**config.mk**
```make
export PLATFORM = sky130hd
export DESIGN_NAME = life_like_automaton_row_step
export DESIGN_NICKNAME = d
export VERILOG_FILES = /design/src/design/llars_pkg.sv /design/src/design/llars_cell.sv /design/src/design/llars_lanes.sv /design/src/design/llars_fifo.sv /design/src/design/life_like_automaton_row_step.sv
export VERILOG_INCLUDE_DIRS = /design/src /design/src/design
export SDC_FILE = /design/constraint.sdc
export NUM_CORES = 1
export LEC_CHECK = 0
export ABC_AREA = 1
export BUFFER_PORTS_ARGS = -buffer_cell sky130_fd_sc_hd__buf_2
export CAP_MARGIN = 20
export CORE_AREA = 2 2 250 252
export CTS_CLUSTER_SIZE = 12
export DETAILED_ROUTE_END_ITERATION = 10
export DIE_AREA = 0 0 252 254
export PLACE_DENSITY = 0.59
export SYNTH_ARGS = -nofsm -noshare
export SYNTH_HDL_FRONTEND = slang
export SYNTH_HIERARCHICAL = 1
export SYNTH_SLANG_ARGS = --single-unit
export TNS_END_PERCENT = 5
```
**constraint.sdc**
```tcl
create_clock -name clock -period 8.2 [get_ports clock]
set_clock_uncertainty 0.2 [all_clocks]
set_input_delay 0.41 -clock clock [delete_from_list [all_inputs] [get_ports clock]]
set_output_delay 0.41 -clock clock [all_outputs]
set_load 0.05 [all_outputs]
```
**src/design/life_like_automaton_row_step_macros.svh**
```systemverilog
// ----------------------------------------------------------------------------
// Life-like automaton row step: assertion macros
// Shared concurrent assertion forms for the row step block.
// ----------------------------------------------------------------------------
`ifndef LIFE_LIKE_AUTOMATON_ROW_STEP_MACROS_SVH
`define LIFE_LIKE_AUTOMATON_ROW_STEP_MACROS_SVH

// Consequent must hold in the same cycle as the antecedent.
`define LLARS_ASSERT_IMPLY(label, clk, rst, ante, cons, msg) \
   label: assert property (@(posedge clk) disable iff (rst) (ante) |-> (cons)) \
      else $error(msg);

// Consequent must hold in the cycle after the antecedent.
`define LLARS_ASSERT_NEXT(label, clk, rst, ante, cons, msg) \
   label: assert property (@(posedge clk) disable iff (rst) (ante) |=> (cons)) \
      else $error(msg);

`endif

```
**src/design/llars_pkg.sv**
```systemverilog
`timescale 1ns / 1ps
`default_nettype none
// ----------------------------------------------------------------------------
// Life-like automaton row step: package
// Word types, status group and rule constants shared by the row step modules.
// ----------------------------------------------------------------------------
package llars_pkg;

   // Fixed field widths.
   localparam int CELLS_WIDTH = 64;
   localparam int LEN_WIDTH   = 7;

   // Reset value of the row length register.
   localparam logic [LEN_WIDTH-1:0] ROW_LENGTH_RESET = 7'd64;

   // Neighbor count and the B678/S2345 rule thresholds.
   typedef logic [3:0] count_type;
   localparam count_type SURVIVE_ABOVE = 4'd1;
   localparam count_type SURVIVE_BELOW = 4'd6;
   localparam count_type BIRTH_ABOVE   = 4'd5;

   // Number of grid rows currently held.
   typedef logic [1:0] held_type;
   localparam held_type HELD_NONE = 2'd0;
   localparam held_type HELD_ONE  = 2'd1;
   localparam held_type HELD_TWO  = 2'd2;

   // Input word: one grid row.
   typedef struct packed {
      logic [CELLS_WIDTH-1:0] row_cells;
      logic                   last_row;
   } req_word_type;

   // Output word: one next-generation row.
   typedef struct packed {
      logic [CELLS_WIDTH-1:0] next_cells;
      logic                   final_row;
   } rsp_word_type;

   // Status of the result buffer.
   typedef struct packed {
      logic has_space;
      logic not_empty;
   } fifo_status_type;

endpackage
`default_nettype wire

```
**src/design/llars_cell.sv**
```systemverilog
`timescale 1ns / 1ps
`default_nettype none
// ----------------------------------------------------------------------------
// Life-like automaton row step: cell lane
// Counts the eight neighbors of one cell and applies the B678/S2345 rule.
// ----------------------------------------------------------------------------
module llars_cell (
   input  wire logic [7:0] neighbors,
   input  wire logic       alive,
   output logic            next_alive
);

   llars_pkg::count_type count;

   // Add up the live neighbors.
   always_comb begin
      count = '0;
      for (int k = 0; k < 8; k++) begin
         count = count + llars_pkg::count_type'(neighbors[k]);
      end
   end

   // A live cell survives with two to five neighbors; a dead one is born with six or more.
   always_comb begin
      if (alive) begin
         next_alive = (count > llars_pkg::SURVIVE_ABOVE) && (count < llars_pkg::SURVIVE_BELOW);
      end else begin
         next_alive = count > llars_pkg::BIRTH_ABOVE;
      end
   end

endmodule
`default_nettype wire

```
**src/design/llars_lanes.sv**
```systemverilog
`timescale 1ns / 1ps
`default_nettype none
// ----------------------------------------------------------------------------
// Life-like automaton row step: lane array
// One cell lane per column works on a three-row window; the merge masks the
// lane outputs to the used row length and gathers them into one row.
// ----------------------------------------------------------------------------
module llars_lanes #(
   parameter int ROW_CELLS = 64
) (
   input  wire logic [ROW_CELLS-1:0] upper,
   input  wire logic [ROW_CELLS-1:0] middle,
   input  wire logic [ROW_CELLS-1:0] lower,
   input  wire logic [ROW_CELLS-1:0] used_mask,
   output logic      [ROW_CELLS-1:0] next_row
);

   logic [ROW_CELLS+1:0] up_pad;
   logic [ROW_CELLS+1:0] mid_pad;
   logic [ROW_CELLS+1:0] low_pad;
   logic [ROW_CELLS-1:0] lane_out;

   // Cells beyond the used length and outside the grid edges count as dead.
   assign up_pad  = {1'b0, upper  & used_mask, 1'b0};
   assign mid_pad = {1'b0, middle & used_mask, 1'b0};
   assign low_pad = {1'b0, lower  & used_mask, 1'b0};

   // One lane per column.
   for (genvar j = 0; j < ROW_CELLS; j++) begin : g_lane
      llars_cell u_cell (
         .neighbors  ({up_pad[j+2:j], low_pad[j+2:j], mid_pad[j], mid_pad[j+2]}),
         .alive      (mid_pad[j+1]),
         .next_alive (lane_out[j])
      );
   end

   // Merge the lanes into the output row, cleared beyond the used length.
   assign next_row = lane_out & used_mask;

endmodule
`default_nettype wire

```
**src/design/llars_fifo.sv**
```systemverilog
`timescale 1ns / 1ps
`default_nettype none
// ----------------------------------------------------------------------------
// Life-like automaton row step: result buffer
// Two-entry buffer between the lane array and the result channel.
// ----------------------------------------------------------------------------
module llars_fifo (
   input  wire logic                     clock,
   input  wire logic                     reset,
   input  wire logic                     push,
   input  wire llars_pkg::rsp_word_type  push_word,
   input  wire logic                     pop,
   output llars_pkg::rsp_word_type       head_word,
   output llars_pkg::fifo_status_type    status
);

   llars_pkg::rsp_word_type slot_ff [2];
   logic       wr_ptr_ff, wr_ptr_in;
   logic       rd_ptr_ff, rd_ptr_in;
   logic [1:0] count_ff,  count_in;
   logic       do_pop;

   assign do_pop           = pop && (count_ff != 2'd0);
   assign status.not_empty = count_ff != 2'd0;
   assign status.has_space = count_ff != 2'd2;
   assign head_word        = slot_ff[rd_ptr_ff];

   // Pointer and fill count updates.
   always_comb begin
      wr_ptr_in = wr_ptr_ff ^ push;
      rd_ptr_in = rd_ptr_ff ^ do_pop;
      count_in  = count_ff + 2'(push) - 2'(do_pop);
   end

   always_ff @(posedge clock) begin
      if (reset) begin
         wr_ptr_ff <= 1'b0;
         rd_ptr_ff <= 1'b0;
         count_ff  <= 2'd0;
      end else begin
         wr_ptr_ff <= wr_ptr_in;
         rd_ptr_ff <= rd_ptr_in;
         count_ff  <= count_in;
      end
   end

   // Storage of the buffered words.
   always_ff @(posedge clock) begin
      if (push) begin
         slot_ff[wr_ptr_ff] <= push_word;
      end
   end

endmodule
`default_nettype wire

```
**src/design/life_like_automaton_row_step.sv**
```systemverilog
`timescale 1ns / 1ps
`default_nettype none
`include "life_like_automaton_row_step_macros.svh"
// ----------------------------------------------------------------------------
// Life-like automaton row step (rule B678/S2345, no wrap-around)
//
// Rows of a grid enter on the req_ channel, one 64-bit word per row, with
// last_row set on the final row. Results leave on the rsp_ channel, both
// channels valid/ready. The next-generation row for row i leaves when row
// i+1 is accepted; the last row adds one more word marked final_row.
// A word enters the output buffer when the row that completes it is
// accepted. Throughput: one row per cycle while req_ready is high; after a
// row with last_row, a flush step computes the final word. The user must
// write row_length (cells used per row) via csr_wr_en only while the block
// is idle; the block does not enforce it. Reset sets row_length to 64 and
// clears the held rows and the buffer. A two-word buffer parts the sides;
// when the receiver stalls it fills and req_ready drops until a word is taken.
// ----------------------------------------------------------------------------
module life_like_automaton_row_step #(
   parameter int ROW_CELLS = 64
) (
   input  wire logic                                 clock,
   input  wire logic                                 reset,
   input  wire logic                                 req_valid,
   output logic                                      req_ready,
   input  wire llars_pkg::req_word_type              req_word,
   output logic                                      rsp_valid,
   input  wire logic                                 rsp_ready,
   output llars_pkg::rsp_word_type                   rsp_word,
   input  wire logic                                 csr_wr_en,
   input  wire logic [llars_pkg::LEN_WIDTH-1:0]      csr_wr_data
);

   logic [llars_pkg::LEN_WIDTH-1:0] row_length_ff;
   logic [ROW_CELLS-1:0]            upper_ff,  upper_in;
   logic [ROW_CELLS-1:0]            middle_ff, middle_in;
   llars_pkg::held_type             held_ff,   held_in;
   logic                            flush_ff,  flush_in;

   logic [ROW_CELLS-1:0]            used_mask;
   logic [ROW_CELLS-1:0]            row_in;
   logic [ROW_CELLS-1:0]            lower_row;
   logic [ROW_CELLS-1:0]            next_row;
   logic                            accept;
   logic                            flush_go;
   logic                            push;
   llars_pkg::rsp_word_type         push_word;
   llars_pkg::fifo_status_type      fifo_status;

   // Row length register.
   always_ff @(posedge clock) begin
      if (reset) begin
         row_length_ff <= llars_pkg::ROW_LENGTH_RESET;
      end else if (csr_wr_en) begin
         row_length_ff <= csr_wr_data;
      end
   end

   // Column j is in use when it lies below the row length.
   for (genvar j = 0; j < ROW_CELLS; j++) begin : g_mask
      assign used_mask[j] = row_length_ff > llars_pkg::LEN_WIDTH'(j);
   end

   // Handshake and the final flush cycle.
   assign req_ready = !flush_ff && fifo_status.has_space;
   assign accept    = req_valid && req_ready;
   assign flush_go  = flush_ff && fifo_status.has_space;
   assign row_in    = req_word.row_cells[ROW_CELLS-1:0] & used_mask;
   assign lower_row = flush_ff ? '0 : row_in;

   llars_lanes #(
      .ROW_CELLS (ROW_CELLS)
   ) u_lanes (
      .upper     (upper_ff),
      .middle    (middle_ff),
      .lower     (lower_row),
      .used_mask (used_mask),
      .next_row  (next_row)
   );

   // A word is produced for each row that completes a window, and on flush.
   assign push                 = flush_go || (accept && (held_ff != llars_pkg::HELD_NONE));
   assign push_word.next_cells = llars_pkg::CELLS_WIDTH'(next_row);
   assign push_word.final_row  = flush_ff;

   // Row window update.
   always_comb begin
      upper_in  = upper_ff;
      middle_in = middle_ff;
      held_in   = held_ff;
      flush_in  = flush_ff;
      if (flush_go) begin
         upper_in  = '0;
         middle_in = '0;
         held_in   = llars_pkg::HELD_NONE;
         flush_in  = 1'b0;
      end else if (accept) begin
         upper_in  = (held_ff == llars_pkg::HELD_NONE) ? '0 : middle_ff;
         middle_in = row_in;
         held_in   = (held_ff == llars_pkg::HELD_NONE) ? llars_pkg::HELD_ONE
                                                       : llars_pkg::HELD_TWO;
         flush_in  = req_word.last_row;
      end
   end

   always_ff @(posedge clock) begin
      if (reset) begin
         upper_ff  <= '0;
         middle_ff <= '0;
         held_ff   <= llars_pkg::HELD_NONE;
         flush_ff  <= 1'b0;
      end else begin
         upper_ff  <= upper_in;
         middle_ff <= middle_in;
         held_ff   <= held_in;
         flush_ff  <= flush_in;
      end
   end

   // Output buffer.
   llars_fifo u_fifo (
      .clock     (clock),
      .reset     (reset),
      .push      (push),
      .push_word (push_word),
      .pop       (rsp_ready),
      .head_word (rsp_word),
      .status    (fifo_status)
   );

   assign rsp_valid = fifo_status.not_empty;

   // Checks on the row window control.
   `LLARS_ASSERT_NEXT(a_last_starts_flush, clock, reset, accept && req_word.last_row, flush_ff, "last row did not start a flush")
   `LLARS_ASSERT_NEXT(a_flush_clears, clock, reset, flush_go, !flush_ff && (held_ff == llars_pkg::HELD_NONE), "flush did not clear the row window")
   `LLARS_ASSERT_IMPLY(a_first_row_silent, clock, reset, accept && (held_ff == llars_pkg::HELD_NONE) && !req_word.last_row, !push, "first row produced a word")
   `LLARS_ASSERT_IMPLY(a_held_range, clock, reset, 1'b1, (held_ff == llars_pkg::HELD_NONE) || (held_ff == llars_pkg::HELD_ONE) || (held_ff == llars_pkg::HELD_TWO), "held row count out of range")

endmodule
`default_nettype wire
```
* Yosys cells after proc, flatten, opt, wreduce, memory -nomap -nowiden
Memory sizes are Yosys's and may differ from the RTL's. A register that Yosys moved wholly into a read port is not among the register bits.
Cells that the tools add are included.
** Word-level totals
- Output and inout port bits :: 67
- Bits in writable memories :: 130
- Logic and storage cells :: 862
- Memories kept :: 1
- Bits of input ports :: 77
- Register bits after elaboration :: 142
** Cells by class
- Bitwise operators :: 7
- Equality and inequality tests :: 1
- Reduce and logical (&&, ||, !) cells :: 75
- Order comparisons :: 256
- Multiplexer cells :: 70
- Add/subtract/negate cells :: 444
** Memory list
- u_fifo.slot_ff :: words 2, width 65, rd ports 1, clocked after memory_dff 1, write ports 1, RTL line llars_fifo.sv:17 : llars_pkg::rsp_word_type slot_ff [2];
** Operators with widths (number)
- $add 4x1->4 :: 250
- $and 64x64->64 :: 5
- $add 3x1->4 :: 64
- $gt 4x1->1 const B :: 64
- $gt 4x3->1 const B :: 64
- $lt 4x3->1 const B :: 64
- $gt 7x6->1 const B :: 32
- $add 2x1->3 :: 64
- $add 1x1->2 :: 64
- $mux 64 :: 2
- $gt 7x5->1 const B :: 16
- $logic_and 1x1->1 :: 69
- $mux 1 :: 67
- $gt 7x4->1 const B :: 8
- $gt 7x3->1 const B :: 4
- $gt 7x1->1 const B :: 2
- $gt 7x2->1 const B :: 2
- $reduce_bool 2->1 :: 2
- $add 2x1->2 :: 1
- $logic_not 2->1 :: 1
- $mux 2 :: 1
- $ne 2x2->1 const B :: 1
- $reduce_or 2->1 :: 1
- $sub 2x1->2 :: 1
- other kinds (3) :: 4

* Logic depth before layout (Yosys ltp)
- Depth after elaboration :: 14
- Depth in mapped cells :: 24

* Hierarchy
The synthesis kept the hierarchy.
** By module, submodules not included
- llars_cell :: area each 230.2 sq um, cells each 36, times used 64, sequential area each 0.0 sq um
- life_like_automaton_row_step :: area each 5765.5 sq um, cells each 835, times used 1, sequential area each 2762.6 sq um
- llars_fifo :: area each 5024.8 sq um, cells each 235, times used 1, sequential area each 3983.8 sq um
- llars_lanes :: area each 1925.6 sq um, cells each 513, times used 1, sequential area each 0.0 sq um

* Worst setup path after synthesis
Ideal clock, no wire load.
- Path kind :: reg-to-reg
- Start :: reg row_length_ff[4] (netlist name)
- End :: mem u_fifo/slot_ff[0][59] (netlist name), data pin
- Data arrival time :: 3729 ps
- Setup time :: 252 ps
- Data required time :: 7748 ps
- Cell stages (with the launch flop) :: 19
- Slack :: 4020 ps
- Path buffers :: 0
- Period minus slack after synthesis :: 4180 ps
- Cells stage by stage :: dfxtp_1 nand2_1 o21ai_0 o211ai_1 nor2_1 nand2_1 inv_1 inv_1 fa_1 fa_1 fa_1 fa_1 inv_1 nand3_1 nand2_1 nand2_1 o21ai_1 nand2_1 inv_1
** Between the ends
- Word-level cells in the longest chain between the ends :: 14
- Elaborated cells on any way between the ends :: 21
** Ends and longest elaborated chain
- from (decl) :: RTL line life_like_automaton_row_step.sv:34 : logic [llars_pkg::LEN_WIDTH-1:0] row_length_ff;
- from (signal assigned) :: RTL line life_like_automaton_row_step.sv:53 : row_length_ff <= llars_pkg::ROW_LENGTH_RESET;
- from (signal assigned) :: RTL line life_like_automaton_row_step.sv:55 : row_length_ff <= csr_wr_data;
- $gt 7x6->1 * :: RTL line life_like_automaton_row_step.sv:61 : assign used_mask[j] = row_length_ff > llars_pkg::LEN_WIDTH'(j);
- $and 64x64->64 * :: RTL line life_like_automaton_row_step.sv:68 : assign row_in = req_word.row_cells[ROW_CELLS-1:0] & used_mask;
- $mux 64 * :: RTL line life_like_automaton_row_step.sv:69 : assign lower_row = flush_ff ? '0 : row_in;
- named net lower_row[57] :: RTL line life_like_automaton_row_step.sv:42 : logic [ROW_CELLS-1:0] lower_row;
- $and 64x64->64 * :: RTL line llars_lanes.sv:26 : assign low_pad = {1'b0, lower & used_mask, 1'b0};
- named net u_lanes.low_pad[58] :: RTL line llars_lanes.sv:20 : logic [ROW_CELLS+1:0] low_pad;
- $add 2x1->3 * :: RTL line llars_cell.sv:19 : count = count + llars_pkg::count_type'(neighbors[k]);
- $add 3x1->4 * :: RTL line llars_cell.sv:19
- $add 4x1->4 * (4 in series) :: RTL line llars_cell.sv:19
- $gt 4x1->1 or $lt 4x3->1 (tied branches) :: RTL line llars_cell.sv:26 : next_alive = (count > llars_pkg::SURVIVE_ABOVE) && (count < llars_pkg::SURVIVE_BELOW);
- $logic_and 1x1->1 :: RTL line llars_cell.sv:26
- $mux 1 * :: RTL line llars_cell.sv:25 : if (alive) begin
- named net u_lanes.lane_out[58] :: RTL line llars_lanes.sv:21 : logic [ROW_CELLS-1:0] lane_out;
- $and 64x64->64 * :: RTL line llars_lanes.sv:38 : assign next_row = lane_out & used_mask;
- named net next_row[58] :: RTL line life_like_automaton_row_step.sv:43 : logic [ROW_CELLS-1:0] next_row;
- to (decl) :: RTL line llars_fifo.sv:17
The timed path passes the listed nets; every way through them passes the cells marked *.

* Final worst setup path
- Start :: reg row_length_ff[6] (netlist name)
- End :: mem u_fifo/slot_ff[0][18] (netlist name), data pin
** Between the ends
- Elaborated cells on any way between the ends :: 21
** RTL lines
- $gt 7x5->1 * :: RTL line life_like_automaton_row_step.sv:61
- named net used_mask[17] :: RTL line life_like_automaton_row_step.sv:40 : logic [ROW_CELLS-1:0] used_mask;
- $and 64x64->64 * :: RTL line life_like_automaton_row_step.sv:68
- $mux 64 * :: RTL line life_like_automaton_row_step.sv:69
- named net lower_row[17] :: RTL line life_like_automaton_row_step.sv:42
- $and 64x64->64 * :: RTL line llars_lanes.sv:26
- named net u_lanes.low_pad[18] :: RTL line llars_lanes.sv:20
- $add 3x1->4 * :: RTL line llars_cell.sv:19
- $add 4x1->4 * (4 in series) :: RTL line llars_cell.sv:19
- $gt 4x1->1 or $lt 4x3->1 (tied branches) :: RTL line llars_cell.sv:26
- $logic_and 1x1->1 :: RTL line llars_cell.sv:26
- $mux 1 * :: RTL line llars_cell.sv:25
- named net u_lanes.lane_out[17] :: RTL line llars_lanes.sv:21
- $and 64x64->64 * :: RTL line llars_lanes.sv:38
- named net next_row[17] :: RTL line life_like_automaton_row_step.sv:43
Marked as above.

==> results_dict.tcl <==
set metrics [dict create \
    layout_common_cells "inv_1 (1252), nand2_1 (1155), fa_1 (256), ha_1 (194), nand3_1 (163)" \
    synth_area_um2 27450 \
    cts_inserted_buffers 34 \
    hold_violations 0 \
    portBuffers 143 \
    layout_commonest_cell "inv_1" \
    insertedDiodeCount 0 \
    rsz0062_at_grt "false" \
    areaGrowthSynthToFinish_pct 12.51 \
    post_cts_buffers 0 \
    grt_pass1_wl_um 109500 \
    cp.required_ns 8.31 \
    coreArea_um2 61260 \
    path_class "reg2reg" \
    critPathCaptureType "flip-flop" \
    start_kind "flip-flop" \
    slew_violations 0 \
    initial_core_util_pct 44.81 \
    drt-initial-drc-count 1195 \
    yosys_warnings 6 \
    slowest_stage "nor2_2" \
    max_stage_delay_ns 0.57 \
    critPathBufInv 5 \
    slew_headroom_pct 28.01 \
    yosys-top-cells-area "fa_1 (19%), inv_1 (17%), nand2_1 (16%), edfxtp_1 (14%), dfxtp_1 (10%)" \
    grt_util_all_layers_pct 21.70 \
    grt_pass1_vias 21360 \
    clock_sinks 272 \
    ys_seq_area_share_pct 24.58 \
    fp.dieArea_um2 64010 \
    crit_top_cell "nand2_1" \
    cts_buffer_depth 3 \
    clk_pin_slew_worst_paths_ns 0.06 \
    routed-via-count 22270 \
    num_rows 91 \
    synth_top_area_share_pct 18.67 \
    drv_cap 0 \
    outcome "finished, final reports clean" \
    final_area_um2 30880 \
    fin_crit_ns 5.332 \
    top_level_ports 144 \
    ys_ff_latch 272 \
    viasPerCell 4.541 \
    crit_chain "nor2_2 -> nand2_1 -> inv_1 -> o21ai_0 -> nand2_1 -> nor2_1 -> nand2_1 -> inv_1 -> inv_1 -> fa_1 -> fa_1 -> fa_1 -> fa_1 -> inv_1 -> nand3_1 -> nand2_1 -> nand2_1 -> o21ai_1 -> nand2_1 -> inv_1" \
    n_fill_cell 6168 \
    dr.pass1.iters 5 \
    cts_resized 0 \
    drive_gt1_share_pct 8.508 \
    synthCells 3887 \
    tightest_slew_ns 1.069 \
    power.density_nw_per_um2 221.0 \
    wire_per_inst_um 13.65 \
    cts-root-buf "clkbuf_16" \
    p_leak_nw 17.28 \
    avgSynthCellArea_um2 7.062 \
    irDropWorstVdd_mv 0.1452 \
    routed_wl_um 66950 \
    gp_congestion 0.8469 \
    path_max_fanout 15 \
    die_w_um 252 \
    ys_types 26 \
    grt_start_max_net_pins 72 \
    yosys.area.top_type "fa_1" \
    register_area_um2 6754 \
    hold_class "in2reg" \
    max_freq_mhz 187.5 \
    cts_tree "built" \
    postCtsHoldBufs 69 \
    fin_hold_ws_ns 0.02840 \
    setup_viol 0 \
    fin_setup_tns_ns 0 \
    min_period_over_period_pct 65.03 \
    postPlaceCellArea_um2 29020 \
    drc 0 \
    multi_input_area_um2 15530 \
    fp.dieH_um 254 \
    cp_top_family "adder cells" \
    cts-htree-levels 2 \
    num-nets-final 4617 \
    place_hpwl_um 50560 \
    overflow 0 \
    drtAntennaViolNets 0 \
    arrival_ns 5.44 \
    insertion_delay_ns 0.56 \
    antenna_found_initial 0 \
]
## routing by layer
metal  part of all wire, %  track usage [%]  up-vias  wire length [um]
li1                      -                -    11560                 -
met1                    46            29.07    10230             30910
met2                    47            36.57      380             31140
met3                   4.6            3.073       93              3086
met4                   2.7            6.272        0              1823
met5                     0                0        -                 0
## cells in the mapped netlist (all sizes together)
| library cell | number |
|---|---|
| nand2 | 1157 |
| fa | 256 |
| nand3 | 163 |
| o21ai | 157 |
| dfxtp | 142 |
| nor2 | 94 |
| clkbuf | 24 |
| ha | 196 |
| mux2 | 65 |
| inv | 1318 |
| buf | 38 |
| o211ai | 1 |
| conb | 1 |
| a21oi | 144 |
| edfxtp | 130 |
| o22ai | 1 |
## stage by stage
stage / power (W) / std cells / setup slack [ns] / utilization, %
after global placement: 0.005202 / 4773 / 2.979 / 47.37
after floorplan: 0.004471 / 3892 / 4.020 / -
after CTS: 0.006915 / 4904 / 2.950 / 50.42
final: 0.006827 / 4904 / 2.868 / 50.42
after detailed placement: 0.005255 / 4773 / 2.963 / 47.37
after global routing: 0.007433 / 4904 / 2.502 / 50.42
## logic make-up (layout without fill, tap and decap cells)
family | after synthesis | count (layout) | synth area share [%]
AND/OR/NAND/NOR | 1414 | 1414 | 20.12
adder cells (fa/ha/maj) | 452 | 452 | 27.60
buffers and inverters | 1380 | 1602 | 19.08
AO/OA/AOI/OAI | 303 | 303 | 5.552
flip-flops | 272 | 272 | 24.58
other | 1 | 6 | 0.01366
multiplexers | 65 | 65 | 3.049
## state kept, by name (all words and copies together) (netlist names)
signal            flops
held_ff               2
flush_ff              1
middle_ff            64
u_fifo/slot_ff      130
row_length_ff         7
upper_ff             64
u_fifo/wr_ptr_ff      1
u_fifo/rd_ptr_ff      1
u_fifo/count_ff       2
## worst reg2reg max path, stage by stage (launching register included)
cell and delay (ns):
dfxtp_1 0.44, nor2_2 0.57, nand2_1 0.38, inv_1 0.25
o21ai_0 0.43, nand2_1 0.22, nor2_1 0.05, nand2_1 0.10
inv_1 0.08, inv_1 0.08, fa_1 0.44, fa_1 0.48
fa_1 0.42, fa_1 0.53, inv_1 0.05, nand3_1 0.07
nand2_1 0.07, nand2_1 0.05, o21ai_1 0.05, nand2_1 0.06
inv_1 0.07
## power by group
group | total (W) | internal [W] | switching, W | leakage (nW)
combinational | 0.00341 | 0.00118 | 0.00223 | 14.3
sequential | 0.00182 | 0.00170 | 0.000117 | 2.35
clock | 0.00160 | 0.000965 | 0.000634 | 0.583
## path summary, 6_finish.rpt
kind,startpoint,to,slack (ns),cells after the start
max,row_length_ff[6],u_fifo/slot_ff[0][18],2.87,20
max reg2reg,row_length_ff[6],u_fifo/slot_ff[0][18],2.87,20
min,req_word[19],middle_ff[18],0.03,3
min reg2reg,upper_ff[51],upper_ff[51],0.26,2
## area by class of cell
| cell class | instances | share of cell area, % |
|---|---|---|
| Timing Repair Buffer | 222 | 4.797 |
| Clock inverter | 13 | 0.3687 |
| Inverter | 1318 | 16.03 |
| Multi-Input combinational cell | 2240 | 50.30 |
| Tap cell | 790 | 3.200 |
| Sequential cell | 272 | 21.87 |
| Clock buffer | 49 | 3.444 |
No activity file was read; power rests on OpenSTA's default activity.
